<file path="config.mk">
export PLATFORM = sky130hd
export DESIGN_NAME = skt_cell
export DESIGN_NICKNAME = d
export VERILOG_FILES = /design/src/design/skt_pkg.sv /design/src/design/skt_cell.sv
export SDC_FILE = /design/constraint.sdc
export NUM_CORES = 1
export LEC_CHECK = 0
export BUFFER_PORTS_ARGS = -buffer_cell sky130_fd_sc_hd__buf_2
export CORE_AREA = 2 2 134 136
export DETAILED_ROUTE_END_ITERATION = 6
export DIE_AREA = 0 0 136 138
export HOLD_SLACK_MARGIN = 0.06
export MAX_ROUTING_LAYER = met4
export PLACE_DENSITY = 0.73
export SETUP_SLACK_MARGIN = 0.02
export SYNTH_ARGS = -nofsm -noshare
export SYNTH_HDL_FRONTEND = slang
export SYNTH_SLANG_ARGS = --single-unit
</file>
<file path="constraint.sdc">
create_clock -name aclk -period 8.46 [get_ports aclk]
set_input_delay 0.423 -clock aclk [delete_from_list [all_inputs] [get_ports aclk]]
set_output_delay 0.423 -clock aclk [all_outputs]
set_load 0.01 [all_outputs]
</file>
<file path="src/design/skt_pkg.sv">
// Shared types and constants of the sorted key table.
package skt_pkg;

    localparam int ENTRIES_DEF      = 64;
    localparam int PAYLOAD_BITS_DEF = 32;

    localparam int KEY_W     = 64;
    localparam int PORT_W    = 16;
    localparam int IN_PAY_W  = 32;
    localparam int POS_W     = 7;
    localparam int STATUS_W  = 2;
    localparam int S_DATA_W  = 112;
    localparam int M_DATA_W  = 16;

    typedef enum logic [STATUS_W-1:0] {
        ST_INSERTED = 2'd0,
        ST_UPDATED  = 2'd1,
        ST_ZERO_KEY = 2'd2,
        ST_FULL     = 2'd3
    } skt_status_t;

    // Controls broadcast to every cell of the chain.
    typedef struct packed {
        logic flag_en;   // capture the compare flags against the held item
        logic insert;    // shift right of the insertion point, place the item
        logic update;    // overwrite the payload of the matching cell
    } skt_cell_ctrl_t;

endpackage

</file>
<file path="src/design/skt_cell.sv">
// One slot of the sorted chain: entry storage, compare flags and shift logic.
module skt_cell #(
    parameter int PAYLOAD_BITS = skt_pkg::PAYLOAD_BITS_DEF
) (
    input  logic                        aclk,
    input  skt_pkg::skt_cell_ctrl_t     ctrl,
    input  logic                        slot_valid,
    input  logic [skt_pkg::KEY_W-1:0]   new_key,
    input  logic [skt_pkg::PORT_W-1:0]  new_port,
    input  logic [PAYLOAD_BITS-1:0]     new_payload,
    input  logic [skt_pkg::KEY_W-1:0]   left_key,
    input  logic [skt_pkg::PORT_W-1:0]  left_port,
    input  logic [PAYLOAD_BITS-1:0]     left_payload,
    input  logic                        left_lt,
    output logic [skt_pkg::KEY_W-1:0]   key_q,
    output logic [skt_pkg::PORT_W-1:0]  port_q,
    output logic [PAYLOAD_BITS-1:0]     payload_q,
    output logic                        lt_q,
    output logic                        eq_q
);
    import skt_pkg::*;

    logic [KEY_W-1:0]        key_reg;
    logic [PORT_W-1:0]       port_reg;
    logic [PAYLOAD_BITS-1:0] payload_reg;
    logic                    lt_reg;
    logic                    eq_reg;
    logic                    lt_next;
    logic                    eq_next;

    // Composite key compare; slots past the fill count never count as smaller or equal.
    always_comb begin
        lt_next = slot_valid && ({key_reg, port_reg} < {new_key, new_port});
        eq_next = slot_valid && ({key_reg, port_reg} == {new_key, new_port});
    end

    always_ff @(posedge aclk) begin
        if (ctrl.flag_en) begin
            lt_reg <= lt_next;
            eq_reg <= eq_next;
        end
        if (ctrl.update && eq_reg) begin
            payload_reg <= new_payload;
        end else if (ctrl.insert && !lt_reg) begin
            if (left_lt) begin
                key_reg     <= new_key;
                port_reg    <= new_port;
                payload_reg <= new_payload;
            end else begin
                key_reg     <= left_key;
                port_reg    <= left_port;
                payload_reg <= left_payload;
            end
        end
    end

    assign key_q     = key_reg;
    assign port_q    = port_reg;
    assign payload_q = payload_reg;
    assign lt_q      = lt_reg;
    assign eq_q      = eq_reg;

endmodule

</file>
# Word level (Yosys, flattened, before mapping)
# Cells that the tools add are included.
[totals]
register_bits = 114
output_inout_bits = 114
mem_count = 0
elab_cells = 20
romBits = 0
latchBits = 0
mem_bits_rw = 0
[op_classes]
multipliers = 0
shift = 0
n_eq_ne = 1
n_div = 0
reduce_logical = 7
n_addsub = 0
n_lt_le_gt_ge = 1
bitwise_logic = 1
muxes = 5
[op_table]
columns = ["op", "count"]
rows = [
  ["2-to-1 mux 32 bit", 3],
  ["== test 80 bit", 1],
  ["less-than comparator 80 bit", 1],
  ["2-to-1 mux 64 bit", 1],
  ["2-to-1 mux 16 bit", 1],
  ["logical AND 1 bit", 4],
  ["AND reduction 2 bit", 1],
  ["nonzero test 2 bit", 1],
  ["zero test 1 bit", 1],
  ["NOT 1 bit", 1],
]

# Depth between registers and ports, before layout
[logic_depth]
word_depth = 4
ltp_mapped = 8
depth_no_buf = 8

# Worst setup path before layout
# OpenSTA, ideal clock, no wires.
[synth_timing]
kind = "register to register"
from = "register lt_reg, in the netlist lt_q"
to = "register key_reg[0], in the netlist key_q[0] (enable)"
stages_incl_launch_ff = 3
slack_ns = 3.427
period_less_slack_ns = 5.033
t_arrival_ns = 4.488
cell_sequence = "edfxtp_1 nand2b_1 a21oi_1"
[synth_via]
elab_chain_cells = 3
[synth_rtl]
columns = ["element", "line", "text"]
rows = [
  ["start, declared", "skt_cell.sv:26", "logic lt_reg;"],
  ["start signal, assigned", "skt_cell.sv:39", "lt_reg <= lt_next;"],
  ["zero test 1 bit", "skt_cell.sv:44", "end else if (ctrl.insert && !lt_reg) begin"],
  ["logical AND 1 bit", "skt_cell.sv:44", ""],
  ["AND reduction 2 bit (no line)", "n/a", ""],
  ["end signal, assigned", "skt_cell.sv:46", "key_reg <= new_key;"],
  ["end signal, assigned", "skt_cell.sv:50", "key_reg <= left_key;"],
  ["end, declared", "skt_cell.sv:23", "logic [KEY_W-1:0] key_reg;"],
]
# No other way between the ends.
# A chain may end at the register's enable or synchronous reset.

# Worst setup path in the final report
[layout_timing]
from = "register key_reg[38], in the netlist key_q[38]"
to = "register lt_reg, in the netlist lt_q (data pin)"
[layout_via]
elab_chain_cells = 2
[layout_rtl]
columns = ["element", "line", "text"]
rows = [
  ["less-than comparator 80 bit", "skt_cell.sv:33", "lt_next = slot_valid && ({key_reg, port_reg} < {new_key, new_port});"],
  ["logical AND 1 bit", "skt_cell.sv:33", ""],
  ["net lt_next", "skt_cell.sv:28", "logic lt_next;"],
]
# The timed path passes the listed nets, and every way through them passes these cells.

==> results.cfg <==
[sta]
finalMaxSlewViolations = 0
finalHoldViolations = 0
setup_viol = 0
fin_ws_ns = 5.72
rsz0062_at_grt = false
worstMarginPinSlew_ns = 1.12
slew_headroom_pct = 25.2
layout_min_cycle_time_ns = 2.74
fmax_ghz = 0.366
hold-worst-slack_ns = 0.260
setup_tns_ns = 0
skew_ns = 0.0114
fin_crit_sh_pct = 32.3

[cts]
post-cts-setup-buffers = 0
cts_root_buffer = clkbuf_16
clock_latency_ns = 0.41
ctsResizeCount = 0
clk_pin_slew_worst_paths_ns = 0.05
htree_levels = 4
cts_num_sinks = 114
numCtsBuffers = 17
cts_tree = yes
cts_buffer_depth = 2
ctsHoldBuffers = 0

[drt]
wl_per_cell_um = 16.9
drt_iter0_drc = 125
ant_nets = 0
routed_wl_mm = 18.9
vias_per_cell = 4.84
route.detailed.drc = 0
via_count = 5430
firstDrtPassIters = 4

[logic_synthesis]
ys_seq_elements = 114
avgSynthCellArea_um2 = 13.0
synth_nets = 832
netlist_instances = 522
synth_cell_types = 34
ys_warn_count = 0
synth_area_mm2 = 0.00677
yosysSeqAreaShare_pct = 50.6

[die]
dieWidth_um = 136
ios = 344
core_mm2 = 0.0175
die-height_um = 138
initial_core_util_pct = 38.6
dieArea_mm2 = 0.0188
rows = 49

[finish]
final_nets = 1186
final_cell_area_mm2 = 0.00940
fillers = 1525
synthToLayoutAreaGrowth_pct = 38.8
drive_above_1_share_pct = 55.6

[setup_path]
rrSetupSlack_ns = 5.72
cp_max_fo = 3
crit_arrival_ns = 3.01
reg2reg_to = lt_q$_DFFE_PP_
reg2reg_depth = 7
end_kind = flip-flop
worstSetupStartpoint = key_q[38]$_DFFE_PP_
crit_path_end = lt_q$_DFFE_PP_
cp-start-kind = flip-flop
rr_startpoint = key_q[38]$_DFFE_PP_
crit_type = flip-flop to flip-flop
cp_data_required_time_ns = 8.73

[status]
outcome = finished, final reports clean

[power]
peakVddDrop_mv = 0.129
power_mw = 1.72
power_leakage_nw = 4.45
power_density_mw_per_mm2 = 183

[placed_design]
dp_hpwl_mm = 15.2
post_dp_cell_area_mm2 = 0.00877
pre_cts_slack_ns = 5.41
port_buffers = 343
place_congestion = 0.864

[grt]
grt_pass1_wl_mm = 28.6
grt.total_usage_pct = 20.6
grt-ovfl-total = 0
antenna_found_initial = 4
grt_pass1_vias = 5546
grt_max_degree = 81

[min_path]
hold_path.class = input pin to flip-flop

[flow_run]
cap_violations = 0
[routing by layer]
metal  track usage (%)  vias up  routed length, um
met4              8.33        0                620
met5                 -        -                  0
met3              5.76       30               1410
met2              34.9      229               9470
li1                  -     2665                  -
met1              22.6     2506               7420
[final cells by class]
| class | count | area, um2 | area share [%] |
|---|---|---|---|
| inverter | 81 | 304 | 3.24 |
| clock buffer | 17 | 425 | 4.53 |
| sequential | 114 | 3420 | 36.4 |
| antenna | 4 | 10.0 | 0.107 |
| clock inverter | 14 | 188 | 2.00 |
| timing repair buffer | 347 | 1750 | 18.6 |
| tap | 229 | 287 | 3.05 |
| multi-input combinational | 315 | 3010 | 32.0 |
[report_power, final]
group	switching (mW)	leakage (nW)	internal [mW]
Sequential	0.0156	1.08	0.671
Clock	0.271	0.283	0.490
Combinational	0.136	3.09	0.135
Total	0.422	4.45	1.30
[cells in the mapped netlist]
cell | instances | area share (%)
ha_1 | 80 | 15
o21ai_0 | 7 | 0.52
a22o_1 | 1 | 0.13
buf_1 | 2 | 0.11
nand4_2 | 1 | 0.18
nor3_1 | 2 | 0.15
and4_1 | 3 | 0.39
a31oi_1 | 2 | 0.18
or3_1 | 1 | 0.092
buf_2 | 3 | 0.22
nand2b_1 | 2 | 0.18
a21o_1 | 7 | 0.78
nor2b_1 | 3 | 0.28
nor2_1 | 6 | 0.33
a211oi_1 | 4 | 0.44
edfxtp_1 | 114 | 51
o41ai_1 | 3 | 0.39
a221oi_1 | 2 | 0.26
nor4bb_1 | 1 | 0.15
and3b_1 | 1 | 0.13
nor4_1 | 3 | 0.28
clkbuf_1 | 7 | 0.39
o211ai_1 | 2 | 0.22
a21boi_0 | 2 | 0.22
nand2_1 | 16 | 0.89
nor4_2 | 2 | 0.37
inv_1 | 81 | 4.5
mux2_2 | 112 | 19
a2111oi_0 | 1 | 0.13
a21oi_1 | 29 | 2.1
nand4_1 | 13 | 1.2
and4_2 | 1 | 0.15
nand3b_1 | 1 | 0.11
nand3_1 | 7 | 0.52
[flip-flops by register name, indices dropped and copies added, names as in the netlist]
name / count
key_q: 64
payload_q: 32
port_q: 16
eq_q: 1
lt_q: 1
[placed cells by master (no fill, tap or decap), drive strengths merged, types with 2 or more instances in the layout]
cell / instances
bufinv: 4
mux2: 112
o41ai: 3
a21o: 7
clkbuf: 17
nand2: 16
clkinv: 3
and4: 4
o211ai: 2
edfxtp: 114
nand4: 14
nor2: 6
nand2b: 2
diode: 4
inv: 83
nand3: 7
a21oi: 29
nor2b: 3
clkinvlp: 5
nor4: 5
buf: 347
a221oi: 2
a21boi: 2
ha: 80
nor3: 2
o21ai: 7
a211oi: 4
a31oi: 2
[cell families (layout without fill, tap and decap cells)]
family	Yosys count	in the layout	synth area share, %
adder cells (fa/ha/maj)	80	80	14.8
other	0	4	0
AND/OR/NAND/NOR	63	63	5.40
AO/OA/AOI/OAI	60	60	5.41
buffers and inverters	93	459	5.21
flip-flops	114	114	50.6
multiplexers	112	112	18.6
[worst max-delay path: stages, from the launching register on]
cell and delay [ns]:
edfxtp_1 0.40, ha_1 0.30, nand4_1 0.17, nor3_1 0.08, o41ai_1 0.36, o211ai_1 0.17
a2111oi_0 0.83, and3b_1 0.29
[metrics by stage]
stage	utilization, %	std cells
after floorplan	-	522
after global placement	50.0	1086
after detailed placement	50.0	1086
after CTS	53.5	1117
after global routing	53.6	1121
final	53.6	1121
[worst min-delay path by stage]
stage	depth (start not counted)	from	end	slack, ns
6_report	1	ctrl[2]	eq_q$_DFFE_PP_	0.26
4_1_cts	1	ctrl[2]	eq_q$_DFFE_PP_	0.25
2_1_floorplan	0	ctrl[2]	eq_q$_DFFE_PP_	0.54
3_5_place_dp	1	ctrl[2]	eq_q$_DFFE_PP_	0.68
5_1_grt	1	ctrl[2]	eq_q$_DFFE_PP_	0.25
3_3_place_gp	1	ctrl[2]	eq_q$_DFFE_PP_	0.67
(Power assumes the default switching activity.)
