===== src/design/skt_pkg.sv =====
// Shared types and constants of the sorted key table.
package skt_pkg;

    localparam int ENTRIES_DEF      = 64;
    localparam int PAYLOAD_BITS_DEF = 32;

    localparam int KEY_W     = 64;
    localparam int PORT_W    = 16;
    localparam int IN_PAY_W  = 32;
    localparam int POS_W     = 7;
    localparam int STATUS_W  = 2;
    localparam int S_DATA_W  = 112;
    localparam int M_DATA_W  = 16;

    typedef enum logic [STATUS_W-1:0] {
        ST_INSERTED = 2'd0,
        ST_UPDATED  = 2'd1,
        ST_ZERO_KEY = 2'd2,
        ST_FULL     = 2'd3
    } skt_status_t;

    // Controls broadcast to every cell of the chain.
    typedef struct packed {
        logic flag_en;   // capture the compare flags against the held item
        logic insert;    // shift right of the insertion point, place the item
        logic update;    // overwrite the payload of the matching cell
    } skt_cell_ctrl_t;

endpackage


===== src/design/skt_pos_enc.sv =====
// Turns the chain's compare flags into the sorted position and a hit flag.
module skt_pos_enc #(
    parameter int ENTRIES = skt_pkg::ENTRIES_DEF,
    parameter int CW      = $clog2(ENTRIES + 1)
) (
    input  logic [ENTRIES-1:0] lt_vec,
    input  logic [ENTRIES-1:0] eq_vec,
    output logic [CW-1:0]      position,
    output logic               hit
);
    // Flags framed by an always-smaller mark below slot zero and a never-smaller
    // mark above the last slot, so every neighbor pair lies inside the vector.
    logic [ENTRIES+1:0] lt_ext;

    assign lt_ext = {1'b0, lt_vec, 1'b1};

    // The smaller-than flags form a run from slot zero, so the edge of the run
    // is a one-hot mark whose index is the position.
    always_comb begin
        position = '0;
        for (int i = 0; i <= ENTRIES; i++) begin
            if (lt_ext[i] && !lt_ext[i+1]) begin
                position = position | CW'(i);
            end
        end
        hit = |eq_vec;
    end

endmodule


===== config.mk =====
export PLATFORM = sky130hd
export DESIGN_NAME = skt_pos_enc
export DESIGN_NICKNAME = d
export VERILOG_FILES = /design/src/design/skt_pkg.sv /design/src/design/skt_pos_enc.sv
export SDC_FILE = /design/constraint.sdc
export NUM_CORES = 1
export LEC_CHECK = 0
export BUFFER_PORTS_ARGS = -buffer_cell sky130_fd_sc_hd__buf_2
export CAP_MARGIN = 20
export CORE_ASPECT_RATIO = 0.6
export CORE_UTILIZATION = 27
export DETAILED_ROUTE_END_ITERATION = 8
export GPL_ROUTABILITY_DRIVEN = 0
export GPL_TIMING_DRIVEN = 0
export PLACE_DENSITY_LB_ADDON = 0.2
export SYNTH_ARGS = -nofsm -noshare
export SYNTH_HDL_FRONTEND = slang
export SYNTH_SLANG_ARGS = --single-unit

===== constraint.sdc =====
create_clock -name vclk -period 1.9
set_clock_uncertainty 0.05 [all_clocks]
set_input_delay 0.57 -clock vclk [all_inputs]
set_output_delay 0.57 -clock vclk [all_outputs]
set_load 0.005 [all_outputs]

# After elaboration in Yosys (flattened, before gate mapping)
# Index checks and enable logic that the tools add are counted.
# totals
ff_bits	0
input_bits	128
out_inout_bits	8
wordCells	191
# op_classes
mux	64
n_reduce_logical	127
# ops
op	n
$mux W6	32
$mux W5	16
$reduce_or A64 Y1	1
$logic_and A1 B1 Y1	63
$logic_not A1 Y1	63
$mux W4	8
$mux W3	4
$mux W7	1
$mux W2	2
$mux W1	1

# Depth between registers and ports, before layout
# Gate-level depths: netlist of the first run.
# depth
ltp_word	66
depth_mapped	4

# Least setup slack after synthesis of the first run
# No wires, ideal clock.
# synth_path
kind	in2out
startpoint	in eq_vec[0]
endpoint	out hit
arrival_time_ps	1451
required_ps	1280
slack_ps	-171
path_stages	3
cell_sequence	nor4_1 > nand4_1 > or4_1
# synth_between
elab_chain_cells	1
# synth_rtl
element	line_no	source
from (decl)	skt_pos_enc.sv:7	input logic [ENTRIES-1:0] eq_vec,
$reduce_or A64 Y1	skt_pos_enc.sv:26	hit = |eq_vec;
to (decl)	skt_pos_enc.sv:9	output logic hit
# Every way passes these cells.

# Final worst setup path of the first run
# layout_path
startpoint	in eq_vec[21]
endpoint	out hit
# Same word-level chain as after synthesis.

==> results of run 1 <==
power by group:
group | switching (mW) | total, mW | internal (mW)
logic | 0.256 | 0.545 | 0.289
registers | 0 | 0 | 0
clock network | 0 | 0 | 0
total | 0.256 | 0.545 | 0.289
worst paths after layout:
path	to	slack, ns	cells past startpoint
hold / removal	position[6]	1.35	3
setup / recovery	hit	-0.53	5
layout make-up:
cell class	count	area, um2	share of cell area
Multi-Input combinational cell	120	1420	0.567
Timing Repair Buffer	139	953	0.379
Tap cell	42	52.6	0.0209
Buffer	1	7.51	0.00299
Inverter	20	75.1	0.0299
logic make-up (layout without fill, tap and decap cells):
logic type,Yosys count,after routing,share of synthesized area
buffers and inverters,21,160,0.0978
AND/OR/NAND/NOR,94,94,0.670
AO/OA/AOI/OAI,26,26,0.233
worst max-delay path, cell delays in order:
cell	delay [ns]
buf_2	0.10
nor4_1	0.35
nand4_1	0.18
or4_1	0.48
buf_2	0.14
metal layers:
layer	track usage	part of all wire	up-vias
met5	0	0	-
met4	0.0423	0.039	0
met3	0.0625	0.11	34
met2	0.529	0.50	144
met1	0.406	0.35	837
li1	-	-	833
layout by cell type, fill, tap and decap left out, drive strengths merged:
cell | synthesis | layout
nand3 | 7 | 7
inv | 20 | 20
o21ai | 8 | 8
nand2b | 41 | 41
nand2 | 1 | 1
nor2 | 4 | 4
buf | 1 | 140
o2111ai | 15 | 15
or4 | 1 | 1
o221ai | 1 | 1
nand4 | 12 | 12
nor3 | 7 | 7
o2bb2ai | 1 | 1
a21boi | 1 | 1
nor4 | 21 | 21
through the flow:
stage | area [um2] | setup slack [ns]
2_1_floorplan | 891 | -0.160
3_3_place_gp | 1620 | -0.490
3_5_place_dp | 1620 | -0.482
4_1_cts | 2100 | -0.434
5_1_grt | 2510 | -0.551
6_report | 2510 | -0.533
repair_timing:
item,4_1_cts,5_1_grt
buffers inserted,1,2
pin swaps,33,23
endpoints found under the setup margin,7,7
cloned,0,0
endpoints found under the hold margin,0,0
resized for setup,87,68
==> run_results.csv, run 1 <==
group,metric,value,unit
run_status,outcome,"complete, but fails checks",
run_status,violations,"negative setup slack",
sta,max-slew-margin-rel,0.730,
placed_design,dpl.hpwl,4030,um
sta,hold_viol,0,
sta,fin_setup_tns,-1.80,ns
sta,setup_ws,-0.533,ns
sta,rsz0062_at_grt,"true",
setup_path,cp-startpoint,"eq_vec[21]",
detailed_routing,avgRoutedWirePerCell,20.1,um
power,ir_drop,122,uV
sta,finalCritPeriodShare,1.28,
run,drv_cap,0,
floorplan,dieWidth,74.2,um
sta,hold-worst-slack,1.35,ns
detailed_routing,vias_per_cell,5.74,
detailed_routing,ant_nets,0,
yosys,synthTopCellsByArea,"nand2b_1 30%, o2111ai_1 16%, nor4_1 15%, inv_1 8.9%, nand4_1 8.9%",
layout,final_core_util,0.858,
min_path,hold_path.class,"input port to output pin",
detailed_routing,drt_iter0_drc,127,
yosys,synth_top_area_share,0.304,
yosys,yosysSeqAreaShare,0,
global_route,grt_use_total,0.307,
power,p_leak,1.18,nW
yosys,yosysTopAreaCell,"nand2b_1",
detailed_routing,vias,1848,
sta,slew_viol_final,0,
sta,finalSetupViolCount,7,
yosys,syn_inst,141,
setup_path,path_class,"input port to output pin",
setup_path,critPathMaxFanout,1,
layout,final_cells,322,
layout,clock_buffers,0,
global_route,antenna_found_initial,0,
detailed_routing,finalWirelength,6490,um
yosys,yosys_warnings,0,
global_route,grt_max_degree,4,
global_route,grt_pass1_vias,1702,
sta,worst_slew_pin_slew,0.404,ns
power,p_total,0.545,mW
yosys,syn-num-nets,269,
setup_path,worstPathArrival,1.81,ns
detailed_routing,first_pass_iters,4,
sta,period_needed,2.43,ns
global_route,grt_pass1_wl,7700,um
setup_path,worstSetupStartpointType,"input port",
setup_path,end_kind,"output pin",
detailed_routing,drc,0,
min_path,hold_start,"lt_vec[63]",
layout,fin_nets,410,
floorplan,io_pins,136,
placed_design,dp_cells,319,
yosys,synth_cell_types,16,
yosys,syn_area,845,um2
layout,seq_area,0,um2
sta,fmax,411,MHz
power,p_per_area,217,mW/mm2
floorplan,fp.dieArea,0.00336,mm2
setup_path,required,1.28,ns
clock_network,cts_hold_buffers,0,
layout,area_delta_synth_final,197,%
floorplan,die_h,45.3,um
layout,fillers,171,
placed_design,portBuffers,136,
layout,drive_gt1_frac,0.789,
layout,design.seq.count,0,
floorplan,num_rows,15,
yosys,syn_area_per_cell,5.99,um2
floorplan,core-area,0.00293,mm2
layout,antennaDiodeCount,0,
floorplan,start_util,0.288,
global_route,overflow,0,
yosys,synthMostInstantiatedCell,"nand2b_1",
yosys,synthTopCellsByCount,"41 x nand2b_1, 20 x inv_1, 20 x nor4_1",
Note: power is estimated with default switching activity, not from simulation.
==> run 2: changes to the inputs <==
--- a/config.mk
+++ b/config.mk
@@ -5,10 +5,10 @@
 export SDC_FILE = /design/constraint.sdc
 export NUM_CORES = 1
 export LEC_CHECK = 0
+export ABC_AREA = 1
 export BUFFER_PORTS_ARGS = -buffer_cell sky130_fd_sc_hd__buf_2
-export CAP_MARGIN = 20
 export CORE_ASPECT_RATIO = 0.6
-export CORE_UTILIZATION = 27
+export CORE_UTILIZATION = 32
 export DETAILED_ROUTE_END_ITERATION = 8
 export GPL_ROUTABILITY_DRIVEN = 0
 export GPL_TIMING_DRIVEN = 0
==> run_results.csv, run 2 <==
group,metric,value,unit
layout,final_cells,482,
layout,design.seq.count,0,
run_status,violations,"negative setup slack",
global_route,grt_pass1_wl,7200,um
yosys,synthMostInstantiatedCell,"nand2_1",
placed_design,dpl-instance-area,0.00191,mm2
yosys,synth-xor-area-share,0,
layout,fin_area,0.00263,mm2
yosys,synthTopCellsByArea,"nand2_1 47%, nor2_1 25%, inv_1 20%, nand2_2 2.7%, nor2_2 2.7%",
sta,max-slew-margin-rel,0.885,
setup_path,worstSetupStartpointType,"input port",
sta,worst_slew_pin_slew,0.171,ns
detailed_routing,avgRoutedWirePerCell,10.9,um
yosys,synth-simple-area-share,0.787,
min_path,hold_path.class,"input port to output pin",
sta,hold_viol,0,
yosys,synthTopCellsByCount,"147 x nand2_1, 77 x nor2_1, 62 x inv_1",
yosys,synth_top_family_by_area,"simple AND/OR/NAND/NOR gates",
layout,seq_area,0,um2
yosys,synth_fa_ha_area_frac,0,
setup_path,end_kind,"output pin",
sta,setup_ws,-0.0290,ns
sta,fmax,518,MHz
yosys,yosysTopAreaCell,"nand2_1",
layout,final_cell_mix,"85 x buf_2, 81 x nand2_1, 61 x nand2_2",
setup_path,critPathMaxFanout,1,
global_route,overflow,0,
yosys,synth_top_area_share,0.469,
run,drv_cap,0,
yosys,synthMuxAreaShare,0,
detailed_routing,finalWirelength,5240,um
min_path,hold_depth,3,
detailed_routing,drt_iter0_drc,73,
min_path,hold_start,"lt_vec[63]",
layout,antennaDiodeCount,0,
min_path,min_to,"position[6]",
placed_design,portBuffers,136,
sta,hold-worst-slack,1.35,ns
yosys,syn_inst,301,
floorplan,die_h,49.0,um
sta,finalSetupViolCount,6,
yosys,yosys_warnings,0,
layout,clock_buffers,0,
global_route,grt_pass1_vias,1730,
power,p_leak,1.52,nW
floorplan,dieWidth,80.3,um
setup_path,required,1.28,ns
layout,drive_gt1_frac,0.618,
setup_path,path_class,"input port to output pin",
floorplan,core-area,0.00338,mm2
yosys,synth_cell_types,8,
placed_design,dp_cells,482,
sta,period_needed,1.93,ns
detailed_routing,drc,0,
power,p_per_area,203,mW/mm2
layout,layout_commonest_cell,"buf_2",
sta,rsz0062_at_grt,"true",
global_route,antenna_found_initial,0,
global_route,grt_max_degree,3,
placed_design,dpl.hpwl,3750,um
floorplan,num_rows,16,
setup_path,worstPathArrival,1.31,ns
power,ir_drop,140,uV
detailed_routing,first_pass_iters,4,
floorplan,start_util,0.348,
yosys,yosysSeqAreaShare,0,
yosys,syn_area_per_cell,3.91,um2
sta,slew_viol_final,0,
run_status,outcome,"complete, but fails checks",
global_route,grt_use_total,0.225,
yosys,synth_compound_area_frac,0.00851,
floorplan,io_pins,136,
detailed_routing,vias,2115,
yosys,syn_area,0.00118,mm2
layout,fin_nets,567,
layout,area_delta_synth_final,124,%
detailed_routing,vias_per_cell,4.39,
floorplan,fp.dieArea,0.00393,mm2
detailed_routing,ant_nets,0,
sta,finalCritPeriodShare,1.02,
yosys,syn-num-nets,429,
==> run 2: cell types whose count changed in the layout (fill, tap and decap cells not counted), sizes merged, moves of 3 or more <==
cell / before / now
nand2: 1 / 152
nor2: 4 / 84
inv: 20 / 62
nand2b: 41 / 0
nor4: 21 / 0
o2111ai: 15 / 0
nand4: 12 / 0
nand3: 7 / 0
nor3: 7 / 0
o21ai: 8 / 2
buf: 140 / 137
==> run 2: metrics by stage <==
step                      setup TNS (ns)  worst slack (ns)  total power [mW]  utilization
after CTS                         -0.121           -0.0445             0.375        0.611
after global placement            -0.305           -0.0821             0.331        0.565
after detailed placement          -0.330           -0.0745             0.335        0.565
after floorplan                        0             0.221             0.162            -
final                             -0.118           -0.0290             0.533        0.777
after global routing              -0.599            -0.118             0.584        0.777
==> run 2: area by class of cell <==
cell class / instances / area [um2]
fillers: 283 / 754
well taps: 45 / 56.3
plain buffers: 1 / 7.51
repair buffers: 136 / 1020
inverters: 62 / 245
multi-input cells: 238 / 1300
==> run 2: critical path, cell delays in order <==
cell and delay (ns):
buf_6 0.09, nor2_1 0.11, nand2_1 0.07, nor2_1 0.10, nand2_1 0.08, nor2_1 0.12, nand2_1 0.06, buf_2 0.12
==> run 2: power by group <==
| group | internal, mW | leakage, nW | switching (mW) |
|---|---|---|---|
| combinational | 0.276 | 1.52 | 0.257 |
| sequential | 0 | 0 | 0 |
| clock | 0 | 0 | 0 |
==> run 2: how the worst max path moves through the flow <==
stage / startpoint / endpoint / depth (start not counted)
2_1_floorplan: lt_vec[63] / position[4] / 7
3_3_place_gp: lt_vec[39] / position[5] / 9
3_5_place_dp: lt_vec[39] / position[5] / 9
4_1_cts: lt_vec[62] / position[5] / 9
5_1_grt: eq_vec[28] / hit / 8
6_report: eq_vec[22] / hit / 8
==> run 2: timing repair <==
action,CTS,global route
setup buffers,0,0
gates resized for setup,49,158
hold buffers,0,0
endpoints found under the hold margin,0,0
cloned,0,0
pin swaps,48,99
setup endpoints to repair,7,7
==> run 2: per-layer routing <==
| layer | track usage | wire, um |
|---|---|---|
| met5 | 0 | 0 |
| met2 | 0.342 | 2650 |
| met4 | 0.00893 | 0 |
| met1 | 0.359 | 2340 |
| met3 | 0.0131 | 258 |
==> run 2: kinds of logic (layout without fill, tap and decap cells) <==
group | after synthesis | in the layout
AOI/OAI and AO/OA | 2 | 2
buffers and inverters | 63 | 199
and+or+nand+nor | 236 | 236
